$ cat config.mk
export PLATFORM = sky130hd
export DESIGN_NAME = midi_chord_note_generator
export DESIGN_NICKNAME = d
export VERILOG_FILES = /design/src/hw/rtl/mcng_pkg.sv /design/src/hw/rtl/midi_chord_note_generator.sv
export SDC_FILE = /design/constraint.sdc
export NUM_CORES = 1
export LEC_CHECK = 0
export BUFFER_PORTS_ARGS = -buffer_cell sky130_fd_sc_hd__buf_2
export CAP_MARGIN = 40
export CELL_PAD_IN_SITES_DETAIL_PLACEMENT = 0
export CELL_PAD_IN_SITES_GLOBAL_PLACEMENT = 1
export CORE_ASPECT_RATIO = 1.5
export CORE_MARGIN = 2
export CORE_UTILIZATION = 49
export CTS_CLUSTER_SIZE = 30
export DETAILED_ROUTE_END_ITERATION = 10
export PLACE_DENSITY = 0.92
export RECOVER_POWER = 50
export SYNTH_ARGS = -nofsm -noshare
export SYNTH_HDL_FRONTEND = slang
export SYNTH_SLANG_ARGS = --single-unit
$ cat constraint.sdc
create_clock -name clk -period 7.5 [get_ports clk]
set_input_delay 0.75 -clock clk [delete_from_list [all_inputs] [get_ports clk]]
set_output_delay 0.75 -clock clk [all_outputs]
set_load 0.01 [all_outputs]
$ cat src/hw/rtl/mcng_pkg.sv
`default_nettype none
// ---------------------------------------------------------------------------
// mcng_pkg
// Shared types, constants and the chord shape table of the chord note
// generator.
// ---------------------------------------------------------------------------
package mcng_pkg;

    localparam int MAX_TONES  = 6;
    localparam int NUM_KINDS  = 18;
    localparam int NOTE_W     = 7;
    localparam int IDX_W      = 3;
    localparam int STEP_W     = 5;
    localparam int CFG_IDX_W  = 8;
    localparam int CFG_DATA_W = 5;

    localparam logic [NOTE_W-1:0] NOTE_MAX = 7'd127;

    typedef enum logic [CFG_IDX_W-1:0] {
        REG_CHORD_KIND    = 8'd0,
        REG_VOICING_STYLE = 8'd1,
        REG_OCTAVE_SHIFT  = 8'd2
    } cfg_reg_t;

    localparam logic [1:0] VOICING_CLOSE = 2'd0;
    localparam logic [1:0] VOICING_OPEN  = 2'd1;
    localparam logic [1:0] VOICING_WIDE  = 2'd2;

    typedef struct packed {
        logic [IDX_W-1:0]                  count;
        logic [MAX_TONES-1:0][STEP_W-1:0]  step;
    } chord_shape_t;

    function automatic chord_shape_t make_shape(
        input logic [IDX_W-1:0]  count,
        input logic [STEP_W-1:0] s0,
        input logic [STEP_W-1:0] s1,
        input logic [STEP_W-1:0] s2,
        input logic [STEP_W-1:0] s3,
        input logic [STEP_W-1:0] s4,
        input logic [STEP_W-1:0] s5
    );
        chord_shape_t shape;
        shape.count   = count;
        shape.step[0] = s0;
        shape.step[1] = s1;
        shape.step[2] = s2;
        shape.step[3] = s3;
        shape.step[4] = s4;
        shape.step[5] = s5;
        return shape;
    endfunction

    // Unknown chord types have no intervals and therefore keep no tone.
    function automatic chord_shape_t chord_shape(input logic [4:0] kind);
        chord_shape_t shape;
        case (kind)
            5'd0:    shape = make_shape(3'd3, 5'd0, 5'd4, 5'd7, 5'd0, 5'd0, 5'd0);
            5'd1:    shape = make_shape(3'd3, 5'd0, 5'd3, 5'd7, 5'd0, 5'd0, 5'd0);
            5'd2:    shape = make_shape(3'd4, 5'd0, 5'd4, 5'd7, 5'd11, 5'd0, 5'd0);
            5'd3:    shape = make_shape(3'd4, 5'd0, 5'd3, 5'd7, 5'd10, 5'd0, 5'd0);
            5'd4:    shape = make_shape(3'd4, 5'd0, 5'd4, 5'd7, 5'd10, 5'd0, 5'd0);
            5'd5:    shape = make_shape(3'd3, 5'd0, 5'd3, 5'd6, 5'd0, 5'd0, 5'd0);
            5'd6:    shape = make_shape(3'd3, 5'd0, 5'd4, 5'd8, 5'd0, 5'd0, 5'd0);
            5'd7:    shape = make_shape(3'd3, 5'd0, 5'd2, 5'd7, 5'd0, 5'd0, 5'd0);
            5'd8:    shape = make_shape(3'd3, 5'd0, 5'd5, 5'd7, 5'd0, 5'd0, 5'd0);
            5'd9:    shape = make_shape(3'd4, 5'd0, 5'd4, 5'd7, 5'd9, 5'd0, 5'd0);
            5'd10:   shape = make_shape(3'd4, 5'd0, 5'd3, 5'd7, 5'd9, 5'd0, 5'd0);
            5'd11:   shape = make_shape(3'd5, 5'd0, 5'd4, 5'd7, 5'd11, 5'd14, 5'd0);
            5'd12:   shape = make_shape(3'd5, 5'd0, 5'd3, 5'd7, 5'd10, 5'd14, 5'd0);
            5'd13:   shape = make_shape(3'd5, 5'd0, 5'd4, 5'd7, 5'd10, 5'd14, 5'd0);
            5'd14:   shape = make_shape(3'd6, 5'd0, 5'd4, 5'd7, 5'd11, 5'd14, 5'd17);
            5'd15:   shape = make_shape(3'd6, 5'd0, 5'd3, 5'd7, 5'd10, 5'd14, 5'd17);
            5'd16:   shape = make_shape(3'd6, 5'd0, 5'd4, 5'd7, 5'd10, 5'd14, 5'd17);
            5'd17:   shape = make_shape(3'd5, 5'd0, 5'd4, 5'd7, 5'd9, 5'd14, 5'd0);
            default: shape = make_shape(3'd0, 5'd0, 5'd0, 5'd0, 5'd0, 5'd0, 5'd0);
        endcase
        return shape;
    endfunction

endpackage
`default_nettype wire

$ cat src/hw/rtl/midi_chord_note_generator.sv
`default_nettype none
// ---------------------------------------------------------------------------
// midi_chord_note_generator
// Turns a MIDI root note into the tones of the configured chord, one tone
// per output item, with voicing, octave shift and range filtering.
// ---------------------------------------------------------------------------
// A root note of a chord that keeps n tones yields n output items (a single
// empty item when no tone is kept). The output register passes one tone per
// cycle out of the tone buffer while out_stall does not hold it; the next
// root is taken in the same cycle as the last tone of the current one leaves
// the buffer.
module midi_chord_note_generator (
    input  wire                               clk,
    input  wire                               rst_n,
    input  wire                               cfg_we,
    input  wire  [mcng_pkg::CFG_IDX_W-1:0]    cfg_index,
    input  wire  [mcng_pkg::CFG_DATA_W-1:0]   cfg_data,
    input  wire                               in_valid,
    output logic                              in_stall,
    input  wire  [mcng_pkg::NOTE_W-1:0]       root_note,
    output logic                              out_valid,
    input  wire                               out_stall,
    output logic [mcng_pkg::NOTE_W-1:0]       note_value,
    output logic [mcng_pkg::IDX_W-1:0]        tone_index,
    output logic                              last_tone,
    output logic                              no_tones
);
    import mcng_pkg::*;

    logic [4:0]        chord_kind_reg;
    logic [1:0]        voicing_style_reg;
    logic signed [2:0] octave_shift_reg;

    logic              buf_busy_reg;
    logic [NOTE_W-1:0] buf_note_reg [MAX_TONES];
    logic [IDX_W-1:0]  buf_cnt_reg;
    logic [IDX_W-1:0]  buf_idx_reg;
    logic              buf_empty_reg;

    logic              out_valid_reg;
    logic [NOTE_W-1:0] note_value_reg;
    logic [IDX_W-1:0]  tone_index_reg;
    logic              last_tone_reg;
    logic              no_tones_reg;

    chord_shape_t      shape;
    logic signed [8:0] octave_offset;
    logic signed [8:0] raw_note [MAX_TONES];
    logic [MAX_TONES-1:0] keep;
    logic [NOTE_W-1:0] kept_note [MAX_TONES];
    logic [IDX_W-1:0]  kept_cnt;
    logic [7:0]        voiced [MAX_TONES];
    logic [NOTE_W-1:0] final_note [MAX_TONES];

    logic              in_accept;
    logic              move;
    logic              buf_last;
    logic              buf_busy_next;
    logic [IDX_W-1:0]  buf_idx_next;
    logic              out_valid_next;

    // Configuration registers.
    always_ff @(posedge clk or negedge rst_n)
    begin
        if (!rst_n)
        begin
            chord_kind_reg    <= '0;
            voicing_style_reg <= VOICING_CLOSE;
            octave_shift_reg  <= '0;
        end
        else if (cfg_we)
        begin
            unique case (cfg_index)
                REG_CHORD_KIND:    chord_kind_reg    <= cfg_data[4:0];
                REG_VOICING_STYLE: voicing_style_reg <= cfg_data[1:0];
                REG_OCTAVE_SHIFT:
                begin
                    if (cfg_data[2:0] == 3'b100)
                        octave_shift_reg <= -3'sd3;
                    else
                        octave_shift_reg <= $signed(cfg_data[2:0]);
                end
                default: ;
            endcase
        end
    end

    // Tone list of the incoming root.
    always_comb
    begin
        logic [IDX_W-1:0] pos;
        shape         = chord_shape(chord_kind_reg);
        octave_offset = 9'(octave_shift_reg) * 9'sd12;
        pos           = '0;
        for (int i = 0; i < MAX_TONES; i++)
        begin
            raw_note[i]  = $signed({2'b00, root_note}) + octave_offset
                         + $signed({4'b0000, shape.step[i]});
            keep[i]      = (IDX_W'(i) < shape.count) && (raw_note[i][8:7] == 2'b00);
            kept_note[i] = '0;
        end
        for (int i = 0; i < MAX_TONES; i++)
        begin
            if (keep[i])
            begin
                kept_note[pos] = raw_note[i][NOTE_W-1:0];
                pos            = pos + 1'b1;
            end
        end
        kept_cnt = pos;

        for (int i = 0; i < MAX_TONES; i++)
            voiced[i] = {1'b0, kept_note[i]};
        if (voicing_style_reg == VOICING_OPEN)
        begin
            if (kept_cnt >= 3'd3)
                voiced[1] = voiced[1] + 8'd12;
        end
        else if (voicing_style_reg == VOICING_WIDE)
        begin
            if (kept_cnt >= 3'd2)
                voiced[1] = voiced[1] + 8'd12;
            if (kept_cnt >= 3'd3)
                voiced[2] = voiced[2] + 8'd24;
        end
        for (int i = 0; i < MAX_TONES; i++)
            final_note[i] = voiced[i][7] ? NOTE_MAX : voiced[i][NOTE_W-1:0];
    end

    // Buffer and output handshake.
    always_comb
    begin
        move      = buf_busy_reg && (!out_valid_reg || !out_stall);
        buf_last  = (buf_idx_reg == buf_cnt_reg - 1'b1);
        in_stall  = buf_busy_reg && !(move && buf_last);
        in_accept = in_valid && !in_stall;

        buf_busy_next = buf_busy_reg;
        buf_idx_next  = buf_idx_reg;
        if (move)
        begin
            buf_idx_next = buf_idx_reg + 1'b1;
            if (buf_last)
                buf_busy_next = 1'b0;
        end
        if (in_accept)
        begin
            buf_busy_next = 1'b1;
            buf_idx_next  = '0;
        end

        if (move)
            out_valid_next = 1'b1;
        else if (!out_stall)
            out_valid_next = 1'b0;
        else
            out_valid_next = out_valid_reg;
    end

    always_ff @(posedge clk or negedge rst_n)
    begin
        if (!rst_n)
        begin
            buf_busy_reg  <= 1'b0;
            buf_idx_reg   <= '0;
            out_valid_reg <= 1'b0;
        end
        else
        begin
            buf_busy_reg  <= buf_busy_next;
            buf_idx_reg   <= buf_idx_next;
            out_valid_reg <= out_valid_next;
        end
    end

    always_ff @(posedge clk)
    begin
        if (in_accept)
        begin
            for (int i = 0; i < MAX_TONES; i++)
                buf_note_reg[i] <= final_note[i];
            buf_empty_reg <= (kept_cnt == '0);
            buf_cnt_reg   <= (kept_cnt == '0) ? IDX_W'(1) : kept_cnt;
        end
        if (move)
        begin
            note_value_reg <= buf_empty_reg ? '0 : buf_note_reg[buf_idx_reg];
            tone_index_reg <= buf_idx_reg;
            last_tone_reg  <= buf_last;
            no_tones_reg   <= buf_empty_reg;
        end
    end

    assign out_valid  = out_valid_reg;
    assign note_value = note_value_reg;
    assign tone_index = tone_index_reg;
    assign last_tone  = last_tone_reg;
    assign no_tones   = no_tones_reg;

    a_empty_shape: assert property (@(posedge clk) disable iff (!rst_n)
        (out_valid && no_tones) |-> (last_tone && note_value == '0 && tone_index == '0))
        else $error("empty item is not a lone final item");

    a_chord_continues: assert property (@(posedge clk) disable iff (!rst_n)
        (out_valid && !out_stall && !last_tone) |=> out_valid)
        else $error("chord broken off before its last tone");

    a_index_steps: assert property (@(posedge clk) disable iff (!rst_n)
        (out_valid && !out_stall && !last_tone) |=>
            (tone_index == $past(tone_index) + 1'b1))
        else $error("tone index did not advance by one");

    a_accept_fills: assert property (@(posedge clk) disable iff (!rst_n)
        (in_valid && !in_stall) |=> buf_busy_reg)
        else $error("accepted root did not fill the tone buffer");

endmodule
`default_nettype wire
Word level (Yosys, flattened, before mapping):

Memory sizes are Yosys's and may differ from the RTL's. A register that Yosys moved wholly into a read port is not among the register bits.
Index checks and enable logic that the tools add are counted.

* flip-flop bits (word level): 24
* latch bits: 0
* RAM bits: 42
* bits in read-only memories: 576
* input port bits: 25
* output and inout bits: 14
* word-level logic and storage cells: 139
* memories: 2

Memories
* (name not given): depth 32, bits a word 18, rd ports 1, clocked after memory_dff 0, wr ports 0, RTL line mcng_pkg.sv:57 `case (kind)`
* buf_note_reg: depth 6, bits a word 7, rd ports 1, clocked after memory_dff 1, wr ports 6, RTL line midi_chord_note_generator.sv:35 `logic [NOTE_W-1:0] buf_note_reg [MAX_TONES];`

* add/subtract/negate cells: 16
* $mul: 1
* div/mod/pow operators: 0
* magnitude comparators: 18
* eq/ne operators: 7
* shifts and indexed selects: 0
* muxes and demuxes: 45
* bitwise logic cells: 5
* reduce and logical (&&, ||, !) cells: 34

Operators with widths (count)
* bitwise mux 42 bit: 5
* 2-to-1 mux 42 bit: 5
* demux 7 bit (select 3 bit): 5
* 2-to-1 mux 7 bit: 8
* adder 9 x 6 -> 9 bit: 5
* 2-to-1 mux 8 bit: 5
* 2-to-1 mux 3 bit: 8
* greater-or-equal comparator 4 bit (second input constant): 5
* < comparator 4 x 1 -> 1 bit (second input constant): 5
* inverter 3 -> 4 bit: 5
* adder 3 x 1 -> 3 bit (second input constant): 6
* 2-to-1 mux 16 bit: 1
* logical AND 1 bit: 15
* zero test 2 bit: 6
* adder 8 x 8 -> 9 bit: 1
* adder 9 x 6 -> 9 bit (second input constant): 1
* adder 7 x 4 -> 8 bit (second input constant): 1
* adder 7 x 5 -> 8 bit (second input constant): 1
* == test 8 x 1 -> 1 bit (second input constant): 1
* == test 8 x 2 -> 1 bit (second input constant): 1
* zero test 8 bit: 1
* 2-to-1 mux 1 bit: 8
* AND reduction 2 bit: 4
* greater-or-equal comparator 3 x 2 -> 1 bit (second input constant): 2
* other kinds (14): 21

Depth between registers and ports, before layout:

Gate-level depths: netlist of run 1.

* word-level depth: 26
* mapped depth: 30
* gate-level depth less buffers: 29

Worst setup path after synthesis of run 1:

OpenSTA, ideal clock, no wires.

* path type: register to register
* start point: register octave_shift_reg[1]
* end point: memory buf_note_reg[2][2] (data pin)
* library setup time: 0.130 ns
* arrival time: 6.778 ns
* data required time: 7.370 ns
* setup slack: 0.592 ns
* stages on the path, launching flop included: 26
* buffers on the path: 2
* clock period less this slack: 6.908 ns
* cell sequence: dfrtp_1 -> ha_1 -> fa_1 -> ha_1 -> nor2_1 -> or3b_1 -> buf_2 -> o31ai_2 -> nor2_1 -> and3_1 -> o21ai_1 -> inv_1 -> fa_1 -> clkbuf_1 -> inv_1 -> xnor2_1 -> o21ai_0 -> ha_1 -> xnor3_1 -> a22oi_1 -> nor4_4 -> mux2_2 -> ha_1 -> nand3b_1 -> nor3b_2 -> or2_1

RTL lines
* start, declared: RTL line midi_chord_note_generator.sv:32 `logic signed [2:0] octave_shift_reg;`
* start signal, assigned: RTL line midi_chord_note_generator.sv:79 `octave_shift_reg <= -3'sd3;`
* start signal, assigned: RTL line midi_chord_note_generator.sv:81 `octave_shift_reg <= $signed(cfg_data[2:0]);`
* end, declared: RTL line midi_chord_note_generator.sv:35

==> results.tsv, run 1 <==
stage	metric	value	unit
clock_network	htreeDepth	3	
layout	nets	886	
synthesis	syn-num-nets	840	
power	p_seq_frac	0.339	
global_routing	grt_max_degree	28	
synthesis	ys_ff_latch	73	
clock_network	ctsLongestPathBuffers	2	
global_routing	grt_pass1_wl	33.8	mm
worst_setup_path	cp_max_fo	10	
synthesis	synth_cells	765	
power	p_int	0.00111	W
timing	skew	11.4	ps
worst_setup_path	arrival	7340	ps
synthesis	synth_ff_type	edfxtp_1	
global_routing	antenna_found_initial	0	
global_routing	grt_overflow_total	0	
global_routing	grt_use_met2	0.527	
power	p_clk_frac	0.270	
floorplan	fp-row-count	53	
placed_design	numPortBuffers	38	
placed_design	dp_hpwl	17.3	mm
power	switching_share	0.377	
synthesis	synth_cell_types	88	
timing	setup_tns	0	ps
synthesis	netlist_top_cells_area	edfxtp_1, ha_1, dfrtp_1	
synthesis	yosys_warnings	0	
clock_network	clock_latency	350	ps
power	p_leak	3.18	nW
timing	worst_pin_slew	1550	ps
floorplan	start_util	0.503	
floorplan	chipHeight	151	um
detailed_routing	wl_per_cell	21.8	um
layout	area_growth	12.7	%
global_routing	grt_use_met3	0.0332	
global_routing	top_usage_layer	met2	
floorplan	fp.coreArea	14100	um^2
timing	setup-violations-final	0	
floorplan	pin_count	39	
layout	diodes	0	
synthesis	synth_edf_count	58	
worst_setup_path	critical_path_class	reg -> reg	
synthesis	yosysTopAreaCell	edfxtp_1	
placed_design	dp_slack	190	ps
timing	max_freq	0.140	GHz
worst_setup_path	start_kind	flip-flop	
detailed_routing	vias	6426	
power	ir_drop	0.118	mV
timing	final_hold_viol_count	0	
status	status	finished, violations left	
global_routing	grt_usage	0.290	
status	violations	capacitance limit, slew limit	
synthesis	avgSynthCellArea	9.24	um^2
worst_setup_path	worst_ep_required_time	7710	ps
layout	largest_reg_flops	42	
placed_design	globalplace.congestion	0.981	
detailed_routing	wl	21.9	mm
global_routing	grt_pass1_vias	6339	
global_routing	grt_util_met1	0.305	
floorplan	fp.dieW	102	um
detailed_routing	drt_pre_antenna_iters	5	
clock_network	tritoncts	yes	
clock_network	cts_root_buf	clkbuf_16	
worst_hold_path	hold_path_class	reg -> reg	
worst_setup_path	critPathCaptureType	flip-flop	
power	power.density	223	nW/um^2
power	combPwrFrac	0.391	
timing	finalMaxSlewViolations	23	
timing	fin_ws	368	ps
layout	layout_common_cells	nand2_1, nor2_1, edfxtp_1	
synthesis	seq_area_frac_synth	0.299	
detailed_routing	drt_iter0_drc	431	
timing	period_needed	7130	ps
detailed_routing	drc	0	
clock_network	clkTransAtPathRegs	60	ps
detailed_routing	via_per_inst	6.38	
clock_network	clock-sinks	73	
power	switchingPower	0.000670	W
synthesis	async_reset_ff_frac	0.205	
flow_run	cap_violations	1	
detailed_routing	ant_nets	0	
layout	layout-drive-gt1-share	0.140	
synthesis	yosysTopAreaCellShare	0.246	
layout	mostFrequentLayoutCell	nand2_1	
floorplan	dieArea	15400	um^2
timing	fin_crit_sh	0.951	
timing	slew_headroom	-0.0346	
clock_network	cts_made_buffers	9	
synthesis	synth_area	7070	um^2
==> per-layer routing <==
metal  vias up  wire length, um
met5         -                0
met4         0             1590
li1       3004                -
met3        88              873
met2       276            11600
met1      3058             7890
==> path summary, 6_finish.rpt <==
| check | startpoint | cells after the start | endpoint | slack, ps |
|---|---|---|---|---|
| setup reg to reg | octave_shift_reg[1] | 22 | buf_note_reg[2][2] | 370 |
| max in group asynchronous | rst_n | 1 | chord_kind_reg[1] | 6250 |
| setup / recovery | octave_shift_reg[1] | 22 | buf_note_reg[2][2] | 370 |
| hold reg to reg | buf_busy_reg | 1 | out_valid | 490 |
| min in group asynchronous | rst_n | 1 | octave_shift_reg[0] | 560 |
| hold / removal | buf_busy_reg | 1 | out_valid | 490 |
==> power by group through the flow <==
stage               Clock (W)  Combinational [W]  Sequential [W]
floorplan                   0           0.000507        0.000581
global placement            0           0.000639        0.000620
detailed placement          0           0.000684        0.000613
CTS                  0.000478           0.000693        0.000606
global route         0.000496           0.000752        0.000617
finish               0.000480           0.000695        0.000604
==> stage by stage <==
stage	std cells	power (W)	utilization	hold WS [ps]	area, um^2
3_3_place_gp	986	0.00126	0.537	466	7560
2_1_floorplan	765	0.00109	-	423	7070
3_5_place_dp	990	0.00130	0.542	480	7620
4_1_cts	1006	0.00178	0.564	340	7940
6_report	1008	0.00178	0.567	492	7970
5_1_grt	1008	0.00186	0.567	519	7970
==> what timing repair did <==
item,4_1_cts,5_1_grt
buffers inserted,0,1
hold buffers,0,0
setup endpoints to repair,0,12
resized for setup,0,11
==> worst max-delay path: stages (launching register included) <==
cell	delay, ps
dfrtp_1	430
ha_1	260
fa_1	450
ha_1	430
nor2_1	90
or3b_1	470
a31o_1	280
or2_1	340
o32ai_4	460
fa_2	580
inv_1	210
xnor2_1	190
o21ai_0	160
ha_1	250
xnor3_1	420
a22oi_1	140
nor4_4	300
buf_4	240
mux2_2	380
ha_1	220
nand3b_1	240
nor3b_4	310
or2_1	150
==> cells by family (layout without fill, tap and decap cells) <==
family | Yosys count | after routing | synth area share
muxes | 59 | 59 | 0.100
AOI/OAI and AO/OA | 224 | 224 | 0.223
and+or+nand+nor | 239 | 239 | 0.167
DFF | 73 | 73 | 0.299
adders and majority gates | 50 | 50 | 0.0959
buffers and inverters | 70 | 121 | 0.0388
xor gates and xnor gates | 50 | 50 | 0.0749
==> cells in the mapped netlist (6+ instances only) <==
cell type / count
nand2_1: 67
nor2_1: 60
edfxtp_1: 58
a21oi_1: 50
ha_1: 43
o21ai_0: 41
inv_1: 34
mux2i_1: 34
xnor2_1: 30
nor3_1: 24
clkbuf_1: 22
dfrtp_1: 15
nand3_1: 15
a211oi_1: 14
mux2_2: 13
o22ai_1: 13
xor2_1: 13
a221oi_1: 12
o221ai_1: 11
and2_1: 9
buf_2: 9
nand2b_1: 9
nor2b_1: 9
a21o_1: 8
and3_1: 8
fa_1: 7
mux4_2: 7
nor4_1: 6
==> final cells by class <==
cell class	count	area (um^2)
clock buffer	10	229
fill	1288	6090
sequential	73	2120
clock inverter	6	90.1
multi-input combinational	622	4730
tap	192	240
inverter	36	135
timing repair buffer	69	425
No activity file was read; power rests on OpenSTA's default activity.
==> run 2, diff against run 1 <==
Settings changed: GPL_TIMING_DRIVEN set to 0.
==> run 2 against run 1 <==
Against the previous run: the flow now finishes without violations; utilization increased by 0.26 points; flip-flop and latch count unchanged; register-to-register slack got worse by 210 ps; wire length is 1.3% higher; worst hold slack got worse by 36 ps; total power decreased by 0.11%; final area rose by 0.46%; final cell count increased by 1.8%; non-clock buffer count is 18 higher; clock skew rose by 2.8 ps; critical endpoint is now buf_note_reg[2][0]; largest cell class unchanged.
==> results.tsv, run 2 (synthesized netlist as in run 1, its figures left out) <==
stage	metric	value	unit	change
status	status	finished clean		
clock_network	ctsLongestPathBuffers	2		unchanged
timing	skew	14.2	ps	+2.80 ps
worst_setup_path	cp_slowest_cell	fa_2		
floorplan	chipHeight	151	um	unchanged
worst_setup_path	r2r-start	chord_kind_reg[0]		
worst_hold_path	holdPathStages	0		-1
worst_setup_path	worst_path_most_repeated_cell	ha_1		
clock_network	hold_buffers	0		unchanged
floorplan	pin_count	39		unchanged
global_routing	grt_pass1_vias	6282		-0.90%
clock_network	cts_made_buffers	9		unchanged
power	p_leak	3.16	nW	-0.60%
clock_network	cts_root_buf	clkbuf_16		
worst_setup_path	cp_max_fo	7		-3
clock_network	clock-sinks	73		unchanged
detailed_routing	drt_iter0_drc	601		+39%
worst_setup_path	critical_path_class	reg -> reg		
layout	nets	904		+2.0%
detailed_routing	vias	6597		+2.7%
floorplan	fp.coreArea	14100	um^2	unchanged
power	ir_drop	0.111	mV	-5.9%
timing	worst_pin_slew	1330	ps	-224 ps
worst_setup_path	arrival	7540	ps	+200 ps
clock_network	clkTransAtPathRegs	70	ps	about the same
global_routing	grt_usage	0.290		about the same
clock_network	htreeDepth	3		unchanged
global_routing	grt_overflow_total	0		unchanged
detailed_routing	wl	22.2	mm	+1.3%
floorplan	fp-row-count	53		unchanged
clock_network	tritoncts	yes		
worst_setup_path	start_kind	flip-flop		
power	total_power	0.00178	W	-0.11%
layout	largest_reg_flops	42		unchanged
floorplan	dieArea	15400	um^2	unchanged
layout	layout-drive-gt1-share	0.146		+0.00658
timing	holdWs	456	ps	-35.9 ps
global_routing	grt_max_degree	31		+11%
clock_network	clock_latency	350	ps	about the same
global_routing	grt_pass1_wl	33.6	mm	-0.67%
worst_setup_path	r2r_slack	160	ps	-210 ps
floorplan	fp.dieW	102	um	unchanged
detailed_routing	ant_nets	0		unchanged
worst_setup_path	worst_ep_required_time	7710	ps	about the same
layout	mostFrequentLayoutCell	nand2_1		
power	power.density	222	nW/um^2	-0.56%
layout	diodes	0		unchanged
floorplan	start_util	0.503		unchanged
timing	final_hold_viol_count	0		unchanged
worst_setup_path	critPathCaptureType	flip-flop		
detailed_routing	wl_per_cell	21.7	um	-0.49%
timing	setup-violations-final	0		unchanged
placed_design	numPortBuffers	38		unchanged
timing	fin_crit_sh	0.978		+0.0274
timing	finalMaxSlewViolations	0		-100%
global_routing	antenna_found_initial	0		unchanged
worst_hold_path	hp-start	buf_idx_reg[2]		
timing	period_needed	7340	ps	+205 ps
placed_design	dp_hpwl	17.6	mm	+1.6%
timing	max_freq	0.136	GHz	-2.8%
flow_run	cap_violations	0		-1
layout	area_growth	13.3	%	
worst_hold_path	worstHoldEndpoint	tone_index[2]		
detailed_routing	drt_pre_antenna_iters	6		+1
detailed_routing	via_per_inst	6.43		+0.86%
worst_setup_path	reg2reg_to	buf_note_reg[2][0]		
layout	layout_common_cells	nand2_1, nor2_1, edfxtp_1		
timing	slew_headroom	0.115		+0.149
worst_setup_path	worstRegToRegCells	27		+23%
layout	final_util	0.570		+0.00258
worst_setup_path	max_stage_delay	660	ps	+80 ps
worst_hold_path	hold_path_class	reg -> reg		
placed_design	globalplace.congestion	0.983		+0.21%
detailed_routing	drc	0		unchanged
run 2: layout make-up:
type | count | area (um^2)
Fill cell | 1283 | 6050
Multi-Input combinational cell | 622 | 4760
Sequential cell | 73 | 2120
Timing Repair Buffer | 56 | 324
Tap cell | 192 | 240
Clock buffer | 10 | 229
Inverter | 36 | 136
Buffer | 31 | 133
Clock inverter | 6 | 68.8
run 2: stage by stage:
step           setup WS, ps  setup TNS [ps]  instance area [um^2]  std cells
2_1_floorplan           592               0                  7070        765
3_3_place_gp           -841          -11420                  7500        995
3_5_place_dp          -1110          -16700                  7580       1003
4_1_cts                 103               0                  7910       1020
5_1_grt               -4.25           -4.25                  8010       1026
6_report                163               0                  8010       1026
run 2: power breakdown:
part | internal, W | total, W | switching (W)
clock network | 0.000259 | 0.000441 | 0.000182
logic | 0.000289 | 0.000766 | 0.000477
registers | 0.000538 | 0.000570 | 0.0000313
run 2: worst max-delay path: cells and delay by family, from the launching register on:
kind | cells | cell delay (ps)
AOI/OAI and AO/OA | 6 | 1030
xor gates and xnor gates | 2 | 690
adders and majority gates | 5 | 1720
buffers and inverters | 4 | 490
DFF | 1 | 440
muxes | 1 | 440
and+or+nand+nor | 9 | 2370
run 2: per-layer routing:
metal	part of all wire	up-vias	wire [um]	global-route usage
li1	-	3039	-	-
met1	0.35	3107	7780	0.302
met2	0.52	334	11500	0.523
met3	0.045	117	1010	0.0309
met4	0.089	0	1980	0.222
met5	0	-	0	0
run 2: how the worst max path moves through the flow:
stage | start | endpoint | slack (ps)
after global routing | chord_kind_reg[0] | buf_note_reg[2][0] | -4
final | chord_kind_reg[0] | buf_note_reg[2][0] | 160
after global placement | chord_kind_reg[1] | buf_note_reg[2][1] | -840
after floorplan | octave_shift_reg[1] | buf_note_reg[2][2] | 590
after CTS | chord_kind_reg[0] | buf_note_reg[1][4] | 100
after detailed placement | chord_kind_reg[1] | buf_note_reg[2][2] | -1110
run 2: what timing repair did:
item / in CTS / in global routing
cloned: 0 / 0
resized for setup: 8 / 21
endpoints found under the setup margin: 35 / 14
buffers inserted: 2 / 8
pin swaps: 1 / 6
==> run 3, diff against run 2 <==
Settings changed: CORE_MARGIN 2 to 1.5.
==> run 3 against run 2 <==
Against the previous run: setup slack gained 190 ps; sequential share of layout area is 0.078 points lower; wire length fell by 1.9%; utilization increased by 0.17 points; largest cell class unchanged.
==> results.tsv, run 3 (synthesized netlist as in run 1, its figures left out) <==
stage	metric	value	unit	change
detailed_routing	via_per_inst	6.26		-2.7%
worst_setup_path	max_stage_delay	680	ps	+20 ps
layout	mostFrequentLayoutCell	nand2_1		
worst_setup_path	worst_ep_required_time	7720	ps	about the same
layout	final_util	0.571		+0.00169
clock_network	tritoncts	yes		
floorplan	chipHeight	150	um	-0.66%
detailed_routing	drc	0		unchanged
layout	layout-drive-gt1-share	0.141		-0.00497
power	p_seq_frac	0.319		-0.002
timing	setup-violations-final	0		unchanged
global_routing	grt_pass1_wl	33.7	mm	+0.29%
detailed_routing	wl	21.8	mm	-1.9%
timing	final_hold_viol_count	0		unchanged
power	power.density	223	nW/um^2	+0.30%
worst_setup_path	critical_path_class	reg -> reg		
power	total_power	0.00179	W	+0.60%
floorplan	start_util	0.503		unchanged
global_routing	antenna_found_initial	0		unchanged
detailed_routing	drt_pre_antenna_iters	5		-1
worst_hold_path	holdPathStages	0		unchanged
floorplan	fp-row-count	53		unchanged
timing	holdWs	460	ps	+3.33 ps
worst_hold_path	worstHoldEndpoint	tone_index[2]		
clock_network	cts_made_buffers	9		unchanged
worst_setup_path	r2r_slack	350	ps	+190 ps
power	p_int	0.00112	W	+2.8%
layout	largest_reg_flops	42		unchanged
timing	fin_crit_sh	0.953		-0.0253
layout	nets	905		+0.11%
clock_network	clock_latency	340	ps	about the same
worst_setup_path	cp_max_fo	8		+1
placed_design	numPortBuffers	38		unchanged
placed_design	dp_hpwl	17.6	mm	+0.18%
timing	period_needed	7150	ps	-190 ps
worst_setup_path	worstRegToRegCells	25		-7.4%
clock_network	clock-sinks	73		unchanged
worst_setup_path	cp_slowest_cell	fa_2		
layout	diodes	0		unchanged
global_routing	grt_usage	0.295		+0.00496
power	ir_drop	0.112	mV	+0.60%
flow_run	cap_violations	0		unchanged
floorplan	dieArea	15200	um^2	-1.6%
timing	setup_tns	0	ps	unchanged
clock_network	cts_root_buf	clkbuf_16		
worst_hold_path	hp-start	buf_idx_reg[2]		
global_routing	grt_max_degree	29		-6.5%
power	p_leak	3.16	nW	+0.19%
global_routing	grt_overflow_total	0		unchanged
placed_design	globalplace.congestion	0.988		+0.50%
power	switchingPower	0.000671	W	-2.8%
timing	fin_ws	353	ps	+190 ps
detailed_routing	vias	6428		-2.6%
worst_setup_path	path_delay_family	adder cells		
timing	worst_pin_slew	1480	ps	+150 ps
clock_network	htreeDepth	3		unchanged
worst_setup_path	reg2reg_to	buf_note_reg[2][0]		
layout	area_growth	13.6	%	
global_routing	grt_pass1_vias	6243		-0.62%
worst_setup_path	critPathCaptureType	flip-flop		
worst_setup_path	start_kind	flip-flop		
detailed_routing	ant_nets	0		unchanged
status	status	finished clean		
clock_network	hold_buffers	0		unchanged
worst_setup_path	r2r-start	octave_shift_reg[1]		
worst_setup_path	arrival	7360	ps	-180 ps
timing	max_freq	0.140	GHz	+2.7%
detailed_routing	wl_per_cell	21.2	um	-2.0%
layout	layout_common_cells	nand2_1, nor2_1, edfxtp_1		
floorplan	fp.dieW	101	um	-0.98%
detailed_routing	drt_iter0_drc	403		-33%
floorplan	fp.coreArea	14100	um^2	unchanged
power	p_clk_frac	0.261		+0.013
clock_network	ctsLongestPathBuffers	2		unchanged
clock_network	clkTransAtPathRegs	60	ps	about the same
worst_setup_path	cp.buffers_inverters	4		unchanged
floorplan	pin_count	39		unchanged
worst_hold_path	hold_path_class	reg -> reg		
timing	skew	6.22	ps	-7.99 ps
placed_design	dp_slack	-1120	ps	-12.1 ps
timing	finalMaxSlewViolations	0		unchanged
timing	slew_headroom	0.0147		-0.100
power	switching_share	0.375		-0.0131
worst_setup_path	worst_path_most_repeated_cell	ha_1		
power	combPwrFrac	0.420		-0.011
## run 3: cell types whose count changed in the layout (fill, tap and decap cells not counted), sizes merged
| cell | previous run | this run |
|---|---|---|
| clkdlybuf4s15 | 2 | 3 |
| clkbuf | 45 | 47 |
| bufinv | 1 | 2 |
| clkinvlp | 1 | 3 |
| clkinv | 5 | 1 |
| buf | 50 | 48 |
| inv | 35 | 36 |
## run 3: cell type report
type / instances / area (um^2)
inverter: 36 / 136
timing repair buffer: 56 / 330
fill: 1302 / 6030
multi-input combinational: 622 / 4750
clock inverter: 6 / 91.3
tap: 192 / 240
buffer: 32 / 135
sequential: 73 / 2120
clock buffer: 10 / 229
## run 3: power groups by stage
| stage | clock, W | combinational (W) | sequential, W |
|---|---|---|---|
| after floorplan | 0 | 0.000507 | 0.000581 |
| after global placement | 0 | 0.000695 | 0.000575 |
| after global routing | 0.000483 | 0.000811 | 0.000580 |
| after detailed placement | 0 | 0.000724 | 0.000576 |
| after CTS | 0.000468 | 0.000734 | 0.000569 |
| final | 0.000467 | 0.000751 | 0.000570 |
## run 3: worst max path at each step
stage                             start                 end  slack (ps)  cells past startpoint
finish              octave_shift_reg[1]  buf_note_reg[2][0]         350                     25
global route          chord_kind_reg[2]  buf_note_reg[2][0]         -30                     29
CTS                   chord_kind_reg[0]  buf_note_reg[1][6]          20                     28
detailed placement    chord_kind_reg[1]  buf_note_reg[2][2]       -1120                     23
global placement      chord_kind_reg[1]  buf_note_reg[2][0]        -940                     23
floorplan           octave_shift_reg[1]  buf_note_reg[2][2]         590                     25
## run 3: timing repair
| action | in CTS | in global routing |
|---|---|---|
| endpoints found under the hold margin | 0 | 0 |
| pin swaps | 1 | 3 |
| buffers inserted | 1 | 8 |
| endpoints found under the setup margin | 38 | 29 |
| gates resized for setup | 8 | 17 |
## run 3: layer usage
layer / share of wire / vias up / GRT usage
met3: 0.048 / 77 / 0.0316
met2: 0.53 / 294 / 0.542
met4: 0.072 / 0 / 0.192
li1: - / 3036 / -
met1: 0.35 / 3021 / 0.315
met5: 0 / - / 0
## run 3: per-stage QoR
stage | std cells | instance area [um^2]
final | 1027 | 8030
after global placement | 995 | 7500
after global routing | 1027 | 8030
after detailed placement | 1003 | 7590
after floorplan | 765 | 7070
after CTS | 1019 | 7930
